**src/rtl/core/pedt_pkg.sv**
```systemverilog
// shared constants, opcodes and types of the page entry table dirty tracker
package pedt_pkg;

    // field widths
    localparam int PAGE_BITS   = 20;
    localparam int PROC_BITS   = 4;
    localparam int OP_BITS     = 2;
    localparam int CNT_W       = 6;
    localparam int ENTRIES_DEF = 32;

    // opcodes
    localparam logic [OP_BITS-1:0] OP_ACCESS     = 2'd0;
    localparam logic [OP_BITS-1:0] OP_FLUSH_ALL  = 2'd1;
    localparam logic [OP_BITS-1:0] OP_FLUSH_PROC = 2'd2;

    // input beat layout, lowest bit first
    localparam int IN_OP_LSB   = 0;
    localparam int IN_PAGE_LSB = IN_OP_LSB + OP_BITS;
    localparam int IN_PROC_LSB = IN_PAGE_LSB + PAGE_BITS;
    localparam int IN_WR_LSB   = IN_PROC_LSB + PROC_BITS;
    localparam int IN_FIELD_W  = IN_WR_LSB + 1;
    localparam int IN_TDATA_W  = ((IN_FIELD_W + 7) / 8) * 8;

    // output beat layout, lowest bit first
    localparam int OUT_NEW_LSB   = 0;
    localparam int OUT_DROP_LSB  = 1;
    localparam int OUT_REM_LSB   = 2;
    localparam int OUT_DIRTY_LSB = OUT_REM_LSB + CNT_W;
    localparam int OUT_FIELD_W   = OUT_DIRTY_LSB + CNT_W;
    localparam int OUT_TDATA_W   = ((OUT_FIELD_W + 7) / 8) * 8;
    localparam int OUT_PAD_W     = OUT_TDATA_W - OUT_FIELD_W;

    // sequencer states
    typedef enum logic [1:0] {
        ST_IDLE,
        ST_SCAN,
        ST_DRAIN,
        ST_DONE
    } t_state;

endpackage

```
**src/rtl/core/page_entry_table_dirty_tracker_unit.sv**
```systemverilog
// page entry table with dirty tracking, scanned one entry per cycle
//
// Table of up to ENTRIES resident pages, each keyed by (page number, process)
// and carrying a dirty mark. Every input beat is one command: an access looks
// the pair up (a write hit sets dirty, a miss takes the lowest free slot and
// reports new_entry, a miss on a full table is dropped and reports
// table_full_drop), a flush-all empties the table and a flush-by-process
// removes that process's entries; flushes report how many entries went and
// how many of them were dirty (both counts wrap at 64). Opcode 3 is a no-op
// whose result is all zero. Exactly one result beat comes out per input beat.
// Timing: the entry store has one read port and the sequencer walks it one
// entry per cycle: after a command is accepted it scans every entry, drains
// the registered read, then updates the table and loads the result register.
// The next command is accepted only once the sequencer is back in idle, so a
// new command is not taken while the previous one is still being worked on.
// o_s_tready is high only while the sequencer is idle; the result sits in an
// output register, so the next command is accepted while it waits, and a
// command only stalls in its last cycle if the previous result is still
// untaken. Valid bits clear at reset; no clearing pass is needed.
module page_entry_table_dirty_tracker_unit #(
    parameter int ENTRIES = pedt_pkg::ENTRIES_DEF
) (
    input  logic                            i_clk,
    input  logic                            i_rst_n,
    // command side
    input  logic                            i_s_tvalid,
    output logic                            o_s_tready,
    // opcode, page_number, process_id, is_write, zero pad
    input  logic [pedt_pkg::IN_TDATA_W-1:0] i_s_tdata,
    // result side
    output logic                            o_m_tvalid,
    input  logic                            i_m_tready,
    // new_entry, table_full_drop, removed_count, dirty_count, zero pad
    output logic [pedt_pkg::OUT_TDATA_W-1:0] o_m_tdata
);

    localparam int IW = (ENTRIES > 1) ? $clog2(ENTRIES) : 1;
    localparam int PB = pedt_pkg::PAGE_BITS;
    localparam int QB = pedt_pkg::PROC_BITS;
    localparam int CW = pedt_pkg::CNT_W;

    // sequencer
    pedt_pkg::t_state r_state, n_state;
    logic accept;
    logic scan_en;
    logic done_fire;

    // latched command
    logic [pedt_pkg::OP_BITS-1:0] r_op;
    logic [PB-1:0]                r_page;
    logic [QB-1:0]                r_proc;
    logic                         r_wr;

    // scan pointer and registered read stage
    logic [IW-1:0] r_idx;
    logic [IW-1:0] r_rd_idx;
    logic          r_rd_live;
    logic          r_rd_valid;
    logic [PB-1:0] r_rd_page;
    logic [QB-1:0] r_rd_owner;
    logic          r_rd_dirty;

    // entry store: valid bits in flops, payload in memory
    logic [ENTRIES-1:0] r_valid;
    logic [PB-1:0]      mem_page  [ENTRIES];
    logic [QB-1:0]      mem_owner [ENTRIES];
    logic               mem_dirty [ENTRIES];

    // scan results
    logic          r_hit_found;
    logic [IW-1:0] r_hit_idx;
    logic          r_free_found;
    logic [IW-1:0] r_free_idx;
    logic [CW-1:0] r_removed;
    logic [CW-1:0] r_dirties;

    // compare stage
    logic rd_match;
    logic flush_hit;
    logic is_access;
    logic do_add;
    logic do_drop;

    // result register
    logic                               r_out_valid;
    logic [pedt_pkg::OUT_FIELD_W-1:0]   r_out_fields;

    assign accept = i_s_tvalid && o_s_tready;

    // ---------------- sequencer: next state ----------------
    always_comb begin
        n_state = r_state;
        unique case (r_state)
            pedt_pkg::ST_IDLE: begin
                if (i_s_tvalid) n_state = pedt_pkg::ST_SCAN;
            end
            pedt_pkg::ST_SCAN: begin
                if (r_idx == IW'(ENTRIES - 1)) n_state = pedt_pkg::ST_DRAIN;
            end
            pedt_pkg::ST_DRAIN: begin
                n_state = pedt_pkg::ST_DONE;
            end
            pedt_pkg::ST_DONE: begin
                if (!r_out_valid || i_m_tready) n_state = pedt_pkg::ST_IDLE;
            end
            default: n_state = pedt_pkg::ST_IDLE;
        endcase
    end

    // ---------------- sequencer: outputs ----------------
    always_comb begin
        o_s_tready = 1'b0;
        scan_en    = 1'b0;
        done_fire  = 1'b0;
        unique case (r_state)
            pedt_pkg::ST_IDLE:  o_s_tready = 1'b1;
            pedt_pkg::ST_SCAN:  scan_en    = 1'b1;
            pedt_pkg::ST_DRAIN: ;
            pedt_pkg::ST_DONE:  done_fire  = !r_out_valid || i_m_tready;
            default: ;
        endcase
    end

    always_ff @(posedge i_clk) begin
        if (!i_rst_n) begin
            r_state <= pedt_pkg::ST_IDLE;
        end else begin
            r_state <= n_state;
        end
    end

    // command latch
    always_ff @(posedge i_clk) begin
        if (accept) begin
            r_op   <= i_s_tdata[pedt_pkg::IN_OP_LSB +: pedt_pkg::OP_BITS];
            r_page <= i_s_tdata[pedt_pkg::IN_PAGE_LSB +: PB];
            r_proc <= i_s_tdata[pedt_pkg::IN_PROC_LSB +: QB];
            r_wr   <= i_s_tdata[pedt_pkg::IN_WR_LSB];
        end
    end

    // ---------------- compare stage ----------------
    assign rd_match  = (r_rd_page == r_page) && (r_rd_owner == r_proc);
    assign flush_hit = r_rd_valid &&
                       ((r_op == pedt_pkg::OP_FLUSH_ALL) ||
                        ((r_op == pedt_pkg::OP_FLUSH_PROC) && (r_rd_owner == r_proc)));
    assign is_access = (r_op == pedt_pkg::OP_ACCESS);
    assign do_add    = is_access && !r_hit_found && r_free_found;
    assign do_drop   = is_access && !r_hit_found && !r_free_found;

    // scan pointer, read pipeline flag and running results
    always_ff @(posedge i_clk) begin
        if (!i_rst_n) begin
            r_idx        <= '0;
            r_rd_live    <= 1'b0;
            r_hit_found  <= 1'b0;
            r_free_found <= 1'b0;
            r_removed    <= '0;
            r_dirties    <= '0;
        end else begin
            r_rd_live <= scan_en;
            if (accept) begin
                r_idx        <= '0;
                r_hit_found  <= 1'b0;
                r_free_found <= 1'b0;
                r_removed    <= '0;
                r_dirties    <= '0;
            end else begin
                if (scan_en) r_idx <= r_idx + 1'b1;
                if (r_rd_live) begin
                    // first matching valid entry wins
                    if (is_access && r_rd_valid && rd_match && !r_hit_found) begin
                        r_hit_found <= 1'b1;
                    end
                    // lowest free slot
                    if (is_access && !r_rd_valid && !r_free_found) begin
                        r_free_found <= 1'b1;
                    end
                    if (flush_hit) begin
                        r_removed <= r_removed + 1'b1;
                        if (r_rd_dirty) r_dirties <= r_dirties + 1'b1;
                    end
                end
            end
        end
    end

    // slot indexes ride along with the found flags
    always_ff @(posedge i_clk) begin
        if (r_rd_live && is_access) begin
            if (r_rd_valid && rd_match && !r_hit_found) r_hit_idx <= r_rd_idx;
            if (!r_rd_valid && !r_free_found)          r_free_idx <= r_rd_idx;
        end
    end

    // valid bits: cleared by a flush in the compare stage, set on an add
    always_ff @(posedge i_clk) begin
        if (!i_rst_n) begin
            r_valid <= '0;
        end else begin
            if (r_rd_live && flush_hit) r_valid[r_rd_idx] <= 1'b0;
            if (done_fire && do_add)    r_valid[r_free_idx] <= 1'b1;
        end
    end

    // entry memory: one read port for the scan, writes in the update cycle
    always_ff @(posedge i_clk) begin
        r_rd_idx   <= r_idx;
        r_rd_valid <= r_valid[r_idx];
        r_rd_page  <= mem_page[r_idx];
        r_rd_owner <= mem_owner[r_idx];
        r_rd_dirty <= mem_dirty[r_idx];
        if (done_fire && do_add) begin
            mem_page[r_free_idx]  <= r_page;
            mem_owner[r_free_idx] <= r_proc;
            mem_dirty[r_free_idx] <= r_wr;
        end else if (done_fire && is_access && r_hit_found && r_wr) begin
            mem_dirty[r_hit_idx] <= 1'b1;
        end
    end

    // ---------------- result register ----------------
    always_ff @(posedge i_clk) begin
        if (!i_rst_n) begin
            r_out_valid <= 1'b0;
        end else if (done_fire) begin
            r_out_valid <= 1'b1;
        end else if (i_m_tready) begin
            r_out_valid <= 1'b0;
        end
    end

    always_ff @(posedge i_clk) begin
        if (done_fire) begin
            r_out_fields <= {r_dirties, r_removed, do_drop, do_add};
        end
    end

    assign o_m_tvalid = r_out_valid;
    assign o_m_tdata  = {{pedt_pkg::OUT_PAD_W{1'b0}}, r_out_fields};

endmodule

```
**config.mk**
```make
export PLATFORM = sky130hd
export DESIGN_NAME = page_entry_table_dirty_tracker_unit
export DESIGN_NICKNAME = d
export VERILOG_FILES = /design/src/rtl/core/pedt_pkg.sv /design/src/rtl/core/page_entry_table_dirty_tracker_unit.sv
export SDC_FILE = /design/constraint.sdc
export NUM_CORES = 1
export LEC_CHECK = 0
export BUFFER_PORTS_ARGS = -buffer_cell sky130_fd_sc_hd__buf_2
export CELL_PAD_IN_SITES_DETAIL_PLACEMENT = 0
export CELL_PAD_IN_SITES_GLOBAL_PLACEMENT = 1
export CORE_ASPECT_RATIO = 1.25
export CORE_MARGIN = 2
export CORE_UTILIZATION = 50
export CTS_BUF_LIST = sky130_fd_sc_hd__clkbuf_16
export CTS_CLUSTER_DIAMETER = 150
export DETAILED_ROUTE_END_ITERATION = 10
export PLACE_DENSITY_LB_ADDON = 0.25
export SETUP_SLACK_MARGIN = 0.4
export SLEW_MARGIN = 20
export SYNTH_ARGS = -nofsm -noshare
export SYNTH_HDL_FRONTEND = slang
export SYNTH_SLANG_ARGS = --single-unit
```
**constraint.sdc**
```tcl
create_clock -name i_clk -period 6.4 [get_ports i_clk]
set_input_delay 0.96 -clock i_clk [delete_from_list [all_inputs] [get_ports i_clk]]
set_output_delay 0.96 -clock i_clk [all_outputs]
set_load 0.02 [all_outputs]
```
=== After elaboration in Yosys (flattened, before gate mapping) ===
Memory sizes are Yosys's and may differ from the RTL's. A register that Yosys moved wholly into a read port is not among the register bits.
Cells that the tools add are included.

* Word-level logic and storage cells: 111
* Bits in writable memories: 800
* Memories: 3
* Register bits after elaboration: 112
* Input port bits: 36

{| class="wikitable"
|+ Memories
! memory !! words !! bits a word !! read ports !! clocked after memory_dff !! write ports !! RTL line !! text
|-
| mem_page || 32 || 20 || 1 || 1 || 1 || page_entry_table_dirty_tracker_unit.sv:65 || <nowiki>logic [PB-1:0] mem_page [ENTRIES];</nowiki>
|-
| mem_owner || 32 || 4 || 1 || 1 || 1 || page_entry_table_dirty_tracker_unit.sv:66 || <nowiki>logic [QB-1:0] mem_owner [ENTRIES];</nowiki>
|-
| mem_dirty || 32 || 1 || 1 || 1 || 1 || page_entry_table_dirty_tracker_unit.sv:67 || <nowiki>logic mem_dirty [ENTRIES];</nowiki>
|}

* Muxes and demuxes: 26
* Add/subtract/negate cells: 3
* Reduce and logical (&&, ||, !) cells: 41
* Order comparisons: 5
* Equality and inequality tests: 11
* Bitwise gates (word level): 4

{| class="wikitable"
|+ Operators with widths
! operator !! count
|-
| $mux W32 || 3
|-
| $and A32 B32 Y32 || 1
|-
| $not A32 Y32 || 1
|-
| $or A32 B32 Y32 || 1
|-
| $logic_and A1 B1 Y1 || 23
|-
| $eq A20 B20 Y1 || 1
|-
| $lt A5 B6 Y1 const B || 3
|-
| $mux W1 || 15
|-
| $add A6 B1 Y6 const B || 2
|-
| $demux W1 S5 || 2
|-
| $ge A5 B1 Y1 const B || 2
|-
| $reduce_and A2 Y1 || 5
|-
| $pmux W2 S4 || 1
|-
| $eq A2 B2 Y1 const B || 3
|-
| $mux W2 || 3
|-
| $ne A2 B2 Y1 const B || 3
|-
| $reduce_and A3 Y1 || 2
|-
| $add A5 B1 Y5 const B || 1
|-
| $bmux W1 S5 || 1
|-
| $eq A5 B5 Y1 const B || 1
|-
| $mux W5 || 1
|-
| $eq A2 B1 Y1 const B || 2
|-
| $eq A4 B4 Y1 || 1
|-
| $logic_not A1 Y1 || 4
|-
| 6 further kinds || 8
|}

=== Depth between registers and ports, before layout ===
Gate-level depths: netlist (run 1).

* Word-level depth: 11
* Depth in mapped cells: 8
* Depth with buffers taken out: 6

=== Least setup slack after synthesis (run 1) ===
Ideal clock, no wire load.

* Kind: in2reg
* Start point: input port i_m_tready
* End point: memory mem_owner[1][0] in the netlist's numbering, enable pin
* Arrival: 3.245 ns
* Stages on the path: 3
* Path slack: 2.716 ns
* Path through: nand2b_1 > nand4_1 > nor3_1

* Word-level cells in the longest chain between the ends: 5

{| class="wikitable"
|+ Ends and longest elaborated chain
! element !! RTL line !! text
|-
| start: declaration || page_entry_table_dirty_tracker_unit.sv:32 || <nowiki>input logic i_m_tready,</nowiki>
|-
| $logic_or A1 B1 Y1 || page_entry_table_dirty_tracker_unit.sv:119 || <nowiki>pedt_pkg::ST_DONE: done_fire = !r_out_valid || i_m_tready;</nowiki>
|-
| $mux W1 || page_entry_table_dirty_tracker_unit.sv:115 || <nowiki>unique case (r_state)</nowiki>
|-
| $logic_and A1 B1 Y1 || page_entry_table_dirty_tracker_unit.sv:213 || <nowiki>if (done_fire && do_add) begin</nowiki>
|-
| $mux W1 || page_entry_table_dirty_tracker_unit.sv:213 ||
|-
| $mux W1 (implied by the code) || page_entry_table_dirty_tracker_unit.sv:215 || <nowiki>mem_owner[r_free_idx] <= r_proc;</nowiki>
|-
| end: declaration || page_entry_table_dirty_tracker_unit.sv:66 ||
|}

No other way between the ends.

==> results_dict.tcl, run 1 <==
set metrics [dict create \
    total_leakage_power_nw 12.5 \
    critPathRequiredTime_ps 6900 \
    register_to_register_setup_slack_ps 2970 \
    clock_sinks 937 \
    worst_ir_drop_vdd_v 0.000227 \
    drcViolationCount 0 \
    die_w_um 245 \
    postLayoutSetupSlackWorst_ps 2970 \
    grt_setup_unrepaired "no" \
    timing.final.max_slew_violations 0 \
    routed_wire_length_per_instance_um 27.6 \
    buffer_ports.inserted 46 \
    final_worst_path_period_share_pct 53.6 \
    grt_pass1_wl_um 127000 \
    timing.max_cap.violations 0 \
    timing.final.hold_violations 0 \
    synth-compound-area-share_pct 4.61 \
    post_cts.repair.setup_buffers 0 \
    sw_frac_of_total_pct 23.8 \
    synthDominantAreaCellType "edfxtp_1" \
    overall_global_routing_usage_pct 23.4 \
    timing.hold.worst.start "r_dirties[5]" \
    setup.worst_path.start_class "flip-flop" \
    die_height_um 305 \
    synth_seq_area_share_pct 75.2 \
    fp.dieArea_sq_um 74700 \
    worst-slew-pin-transition_ps 1150 \
    dp_worst_setup_slack_ps 2820 \
    adder_cell_share_of_the_synthesized_area_pct 0.276 \
    ctsRootBufferMaster "clkbuf_16" \
    initial_utilization_pct 50.4 \
    proportion_of_synthesized_flip_flops_having_asynchronous_set_or_reset_pct 0 \
    worstSkewPairLatency_ps 650 \
    combinationalPowerShare_pct 8.6 \
    design.portCount 54 \
    postRouteWirelength_um 87100 \
    critPathCaptureType "flip-flop" \
    drive_gt1_share_pct 18.1 \
    drt-vias-per-instance 6.04 \
    power.net_switching_w 0.00322 \
    finalNetCount 2171 \
    first_global_vias 19000 \
    top_ff_cell_synth "edfxtp_1" \
    yosys.area_share.xor_xnor_pct 0.676 \
    ys_ff_latch 937 \
    r2r.worst_path.cells 6 \
    detailedRoute.firstIterationViolations 1833 \
    period_minus_slack_ps 3430 \
    slew-limit-headroom_pct 23.2 \
    clock_path_buffers 3 \
    grt_antenna_before_repair 1 \
    tritoncts "yes" \
    syn2layout_area_growth_pct 12.7 \
    synth_top_area_share_pct 70.4 \
    synthesized_cell_area_sq_um 36300 \
    hold_buffers 0 \
    worst-setup-path-type "flip-flop to flip-flop" \
    dp_hpwl_um 48100 \
    fin_tns_setup_ps 0 \
    placement_rows 110 \
    hold_path_class "flip-flop to flip-flop" \
    worst_setup_path_startpoint "r_idx[3]" \
    fmaxAchievable_mhz 292 \
    globalRouteOverflowTotal 0 \
    clock_power_share_pct 37.7 \
    cp_data_arrival_time_ps 3930 \
    largest_family_of_logic_cells_by_synthesized_area "multiplexers" \
    status "complete, no violations" \
    postRouteAntennaNets 0 \
    ys_top_cells_by_area "edfxtp_1 70%, mux4_2 6.5%, mux2i_1 6.2%" \
    post_synth.cell_area_avg_sq_um 17.9 \
    r2r-start "r_idx[3]" \
    gp_congestion 0.817 \
    power_density_nw_per_um2 331 \
    cts.reportedPaths.clkPinSlew_ps 60 \
    largest_net_degree_at_the_start_of_global_routing 101 \
    synth_cell_type_count 55 \
    synthesis.instances 2025 \
    min_delay_worst_endpoint "r_out_fields[13]" \
    synthesis.yosys.warnings 0 \
    critical_path.max_fanout 39 \
    cts_resized 0 \
    p_int_w 0.0103 \
    cts_buffers 91 \
    r2r-end "r_rd_page[15]" \
    detailroute.via_count 19000 \
    synth_edf_count 851 \
    htreeDepth 3 \
    number_of_setup_violations_in_the_final_report 0 \
    dr.pass1.iters 6 \
    sequential_group_share_of_total_power_pct 53.7 \
    synth_simple_gate_area_share_pct 4.94 \
    timing.hold.worst_path_depth 0 \
    number_of_filler_cells_placed_in_the_layout 5420 \
    fin_skew_ps 21.9 \
    core_sq_um 72000 \
    muxShareOfSynthArea_pct 12.6 \
]
power groups by stage:
stage	logic [W]	registers (W)	clock network, W
after detailed placement	0.00114	0.00741	0
after global routing	0.00124	0.00728	0.00541
after floorplan	0.000581	0.00745	0
final	0.00116	0.00726	0.00510
after global placement	0.00111	0.00739	0
after CTS	0.00114	0.00728	0.00518
critical path, stage by stage (launching register included):
cell	delay, ps
dfxtp_4	820
buf_4	610
and2_2	900
a22o_1	270
nor3_1	60
a31oi_1	340
o221ai_1	190
final cells by class:
class / count / area (sq um) / share of cell area (%)
Multi-Input combinational cell: 963 / 8600 / 21.0
Sequential cell: 937 / 27300 / 66.8
Clock buffer: 92 / 2300 / 5.63
Tap cell: 952 / 1190 / 2.91
Inverter: 19 / 71.3 / 0.175
Clock inverter: 75 / 526 / 1.29
Antenna cell: 1 / 2.50 / 0.00612
Timing Repair Buffer: 115 / 886 / 2.17
registers in the layout, summed over array words and instances, names as in the netlist, 4 cells and up:
name and flops:
mem_page 640, mem_owner 128, mem_dirty 32, r_valid 32
r_page 20, r_rd_page 20, r_out_fields 14, r_dirties 6
r_removed 6, r_free_idx 5, r_hit_idx 5, r_idx 5
r_rd_idx 5, r_proc 4, r_rd_owner 4
layer usage:
metal  global-route usage (%)  part of all wire, %  vias to the layer above
met4                     9.06                  3.4                        0
met5                        0                    0                        -
met3                     2.99                  5.5                      164
met1                     31.3                   41                     9977
met2                     39.4                   50                      638
li1                         -                    -                     8265
through the flow:
stage | hold WS (ps) | std cells | power [W] | instance area [sq um] | utilization (%)
2_1_floorplan | 344 | 2026 | 0.00804 | 36300 | -
6_report | 475 | 3154 | 0.0135 | 40900 | 56.8
3_5_place_dp | 438 | 2982 | 0.00855 | 38000 | 52.7
5_1_grt | 466 | 3153 | 0.0139 | 40900 | 56.8
3_3_place_gp | 433 | 2979 | 0.00850 | 37900 | 52.6
4_1_cts | 451 | 3149 | 0.0136 | 40800 | 56.7
layout by cell type (no fill, tap or decap), types with 6 or more instances in the layout:
cell / instances
dfxtp_1: 83
o21a_1: 8
a21oi_1: 93
nor4_1: 8
nor2b_1: 46
edfxtp_1: 851
bufinv_16: 6
o21ai_0: 19
a31oi_1: 11
nand4_1: 30
xor2_1: 15
nand2_1: 50
buf_2: 46
nor2_4: 18
a22o_1: 20
mux2i_1: 224
mux4_2: 104
buf_4: 59
a22oi_1: 60
xnor2_1: 13
nand3_1: 51
inv_1: 44
clkbuf_16: 92
nor3_1: 9
clkinv_1: 15
o221ai_1: 7
ha_1: 8
o221a_1: 6
or3_1: 11
nor3_2: 8
nor2_1: 68
nand2b_1: 12
o31ai_1: 6
clkinv_2: 20
cells in the mapped netlist (6+ instances only):
library cell	count
inv_1	19
or3_1	11
a31oi_1	11
buf_2	36
clkbuf_1	48
mux2i_1	224
o31ai_1	6
nor4_1	8
a22oi_1	60
nand4_1	30
nor3_1	17
nand2b_1	12
nor2b_1	51
dfxtp_1	86
xor2_1	15
o21ai_0	19
o221a_1	6
a21oi_1	93
nand3_1	51
a22o_1	20
o21a_1	8
o221ai_1	7
buf_4	18
edfxtp_1	851
nor2_1	88
xnor2_1	13
nand2_1	50
mux4_2	104
and2_1	7
ha_1	8
kinds of logic (layout without fill, tap and decap cells):
logic type | count (synthesis) | in the layout
xor+xnor | 28 | 28
compound gates | 249 | 249
fa+ha+maj | 8 | 8
other cells | 1 | 3
buf+inv | 126 | 301
mux | 328 | 328
simple gates | 348 | 348
flops | 937 | 937
worst max path at each step:
stage	cells after the start	slack, ps	to
2_1_floorplan	3	2720	mem_owner[1][0]
3_3_place_gp	5	2860	mem_page[29][14]
3_5_place_dp	5	2820	mem_page[29][12]
4_1_cts	6	2930	r_rd_page[18]
5_1_grt	6	2880	r_rd_page[18]
6_report	6	2970	r_rd_page[15]
No activity file was read; power rests on OpenSTA's default activity.
==> run 2, diff against run 1 <==
--- a/config.mk
+++ b/config.mk
@@ -10,7 +10,7 @@
 export CELL_PAD_IN_SITES_GLOBAL_PLACEMENT = 1
 export CORE_ASPECT_RATIO = 1.25
 export CORE_MARGIN = 2
-export CORE_UTILIZATION = 50
+export CORE_UTILIZATION = 49
 export CTS_BUF_LIST = sky130_fd_sc_hd__clkbuf_16
 export CTS_CLUSTER_DIAMETER = 150
 export DETAILED_ROUTE_END_ITERATION = 10
==> constraint.sdc (replaced) <==
create_clock -name i_clk -period 3 [get_ports i_clk]
set_input_delay 0.45 -clock i_clk [delete_from_list [all_inputs] [get_ports i_clk]]
set_output_delay 0.45 -clock i_clk [all_outputs]
set_load 0.02 [all_outputs]
==> run 2 against run 1 <==
Effect of this change:
- sequential cell count unchanged
- clock skew decreased by 5.0 ps
- count of clock-buffer cells in the layout is 2 lower
- combinational power grew 140%
- sequential power grew 110%
- register-to-register slack got worse by 2400 ps
- utilization up 0.27 points
==> results_dict.tcl, run 2 (synthesis gave the netlist of run 1 again) <==
set metrics [dict create \
    postLayoutSetupSlackWorst_ps 546 \
    combinationalPowerShare_pct 9.5 \
    number_of_filler_cells_placed_in_the_layout 5562 \
    totalPowerFinal_w 0.0293 \
    seqCellArea_sq_um 27300 \
    fmaxAchievable_mhz 408 \
    critPathRequiredTime_ps 3480 \
    timing.max_cap.violations 0 \
    buffer_ports.inserted 46 \
    cts_resized 0 \
    tritoncts "yes" \
    dp_hpwl_um 53300 \
    die_w_um 247 \
    setup.worst_path.start_class "flip-flop" \
    largest_net_degree_at_the_start_of_global_routing 64 \
    worst-setup-path-type "flip-flop to flip-flop" \
    worst-slew-pin-transition_ps 1150 \
    clock_path_buffers 3 \
    worst_ir_drop_vdd_v 0.000422 \
    sequential_group_share_of_total_power_pct 52.4 \
    power_density_nw_per_um2 700 \
    grt_antenna_before_repair 0 \
    p_int_w 0.0225 \
    critPathCaptureType "flip-flop" \
    final_worst_path_period_share_pct 81.8 \
    core_sq_um 73300 \
    fin_skew_ps 16.8 \
    drcViolationCount 0 \
    status "complete, no violations" \
    grt_pass1_wl_um 128000 \
    worstSkewPairLatency_ps 640 \
    power.net_switching_w 0.00682 \
    top_regs "mem_page (640), mem_owner (128)" \
    cts.reportedPaths.clkPinSlew_ps 70 \
    timing.hold.worst_path_depth 3 \
    postRouteWirelength_um 87200 \
    antenna_cells 0 \
    htreeDepth 3 \
    cts_buffers 87 \
    detailroute.via_count 19200 \
    critical_path.max_fanout 27 \
    grt_setup_unrepaired "no" \
    layout.cells.most_common "edfxtp_1" \
    total_leakage_power_nw 13.0 \
    clock_power_share_pct 38.1 \
    cp_data_arrival_time_ps 2940 \
    clock_sinks 937 \
    finalHoldWorstSlack_ps 159 \
    dp_worst_setup_slack_ps 557 \
    gp_congestion 0.824 \
    largest_register_ffs 640 \
    multi_input_combinational_cell_area_sq_um 8620 \
    r2r.worst_path.cells 5 \
    first_global_vias 19500 \
    period_minus_slack_ps 2450 \
    most_used_cells_in_the_layout_excluding_fill_and_tap_cells "851 x edfxtp_1, 224 x mux2i_1, 115 x buf_4" \
    drive_gt1_share_pct 20.3 \
    timing.final.hold_violations 0 \
    postRouteAntennaNets 0 \
    hold_path_class "input pin to flip-flop" \
    finish.utilization_pct 57.0 \
    globalRouteOverflowTotal 0 \
    routed_wire_length_per_instance_um 26.9 \
    number_of_setup_violations_in_the_final_report 0 \
    dr.pass1.iters 5 \
    slew-limit-headroom_pct 23.5 \
    initial_utilization_pct 49.5 \
    fp.dieArea_sq_um 76200 \
    detailedRoute.firstIterationViolations 1671 \
    drt-vias-per-instance 5.91 \
    syn2layout_area_growth_pct 15.3 \
    placement_rows 111 \
    finalNetCount 2259 \
    timing.final.max_slew_violations 0 \
    overall_global_routing_usage_pct 23.3 \
    ctsRootBufferMaster "clkbuf_16" \
    die_height_um 308 \
    registers.top_by_ff_count "mem_page" \
    design.portCount 54 \
    sw_frac_of_total_pct 23.3 \
]
## run 2: cell count changes in the layout (fill, tap and decap cells not counted), sizes merged
cell         previous run  this run
buf                   115       180
dlygate4sd3             0        27
clkinv                 37        29
inv                    49        41
bufinv                  6        12
clkinvlp                2         6
clkbuf                 92        90
diode                   1         0
## run 2: critical path, cell delays in order (launching register included)
cell,delay (ps)
dfxtp_4,750
and2_1,600
buf_4,390
a22oi_1,140
nand3_1,210
nand4_1,170
## run 2: final cells by class
cell class	instances	share of cell area, %
Clock buffer	90	5.38
Clock inverter	69	1.56
Inverter	19	0.170
Multi-Input combinational cell	963	20.6
Sequential cell	937	65.2
Tap cell	960	2.87
Timing Repair Buffer	207	4.17
## run 2: metrics by stage
stage,area [sq um],instances,TNS (ps)
detailed placement,38600,3056,0
floorplan,36300,2026,-30590
global route,41800,3245,0
global placement,38600,3056,0
finish,41800,3245,0
CTS,41800,3242,0
## run 2: repair_timing
item / 4_1_cts / 5_1_grt
endpoints found under the setup margin: 0 / 7
endpoints found under the hold margin: 27 / 0
setup buffers: 0 / 3
hold buffers: 27 / 0
## run 2: metal layers
layer | track usage (%) | wire [um]
met1 | 30.5 | 35400
met5 | 0 | 0
met2 | 40.2 | 44700
met4 | 8.36 | 2680
met3 | 2.91 | 4390
## run 2: power groups by stage
stage / logic (W) / registers (W) / clock network (W)
after floorplan: 0.00124 / 0.0159 / 0
after CTS: 0.00281 / 0.0154 / 0.0113
after detailed placement: 0.00278 / 0.0156 / 0
after global placement: 0.00269 / 0.0156 / 0
after global routing: 0.00300 / 0.0154 / 0.0119
final: 0.00278 / 0.0154 / 0.0112
## run 2: path summary, 6_finish.rpt
path,startpoint,end,slack (ps)
setup / recovery,r_idx[1],r_rd_page[5],550
hold / removal,i_m_tready,o_m_tvalid,160
setup reg to reg,r_idx[1],r_rd_page[5],550
hold reg to reg,r_removed[5],r_out_fields[7],450
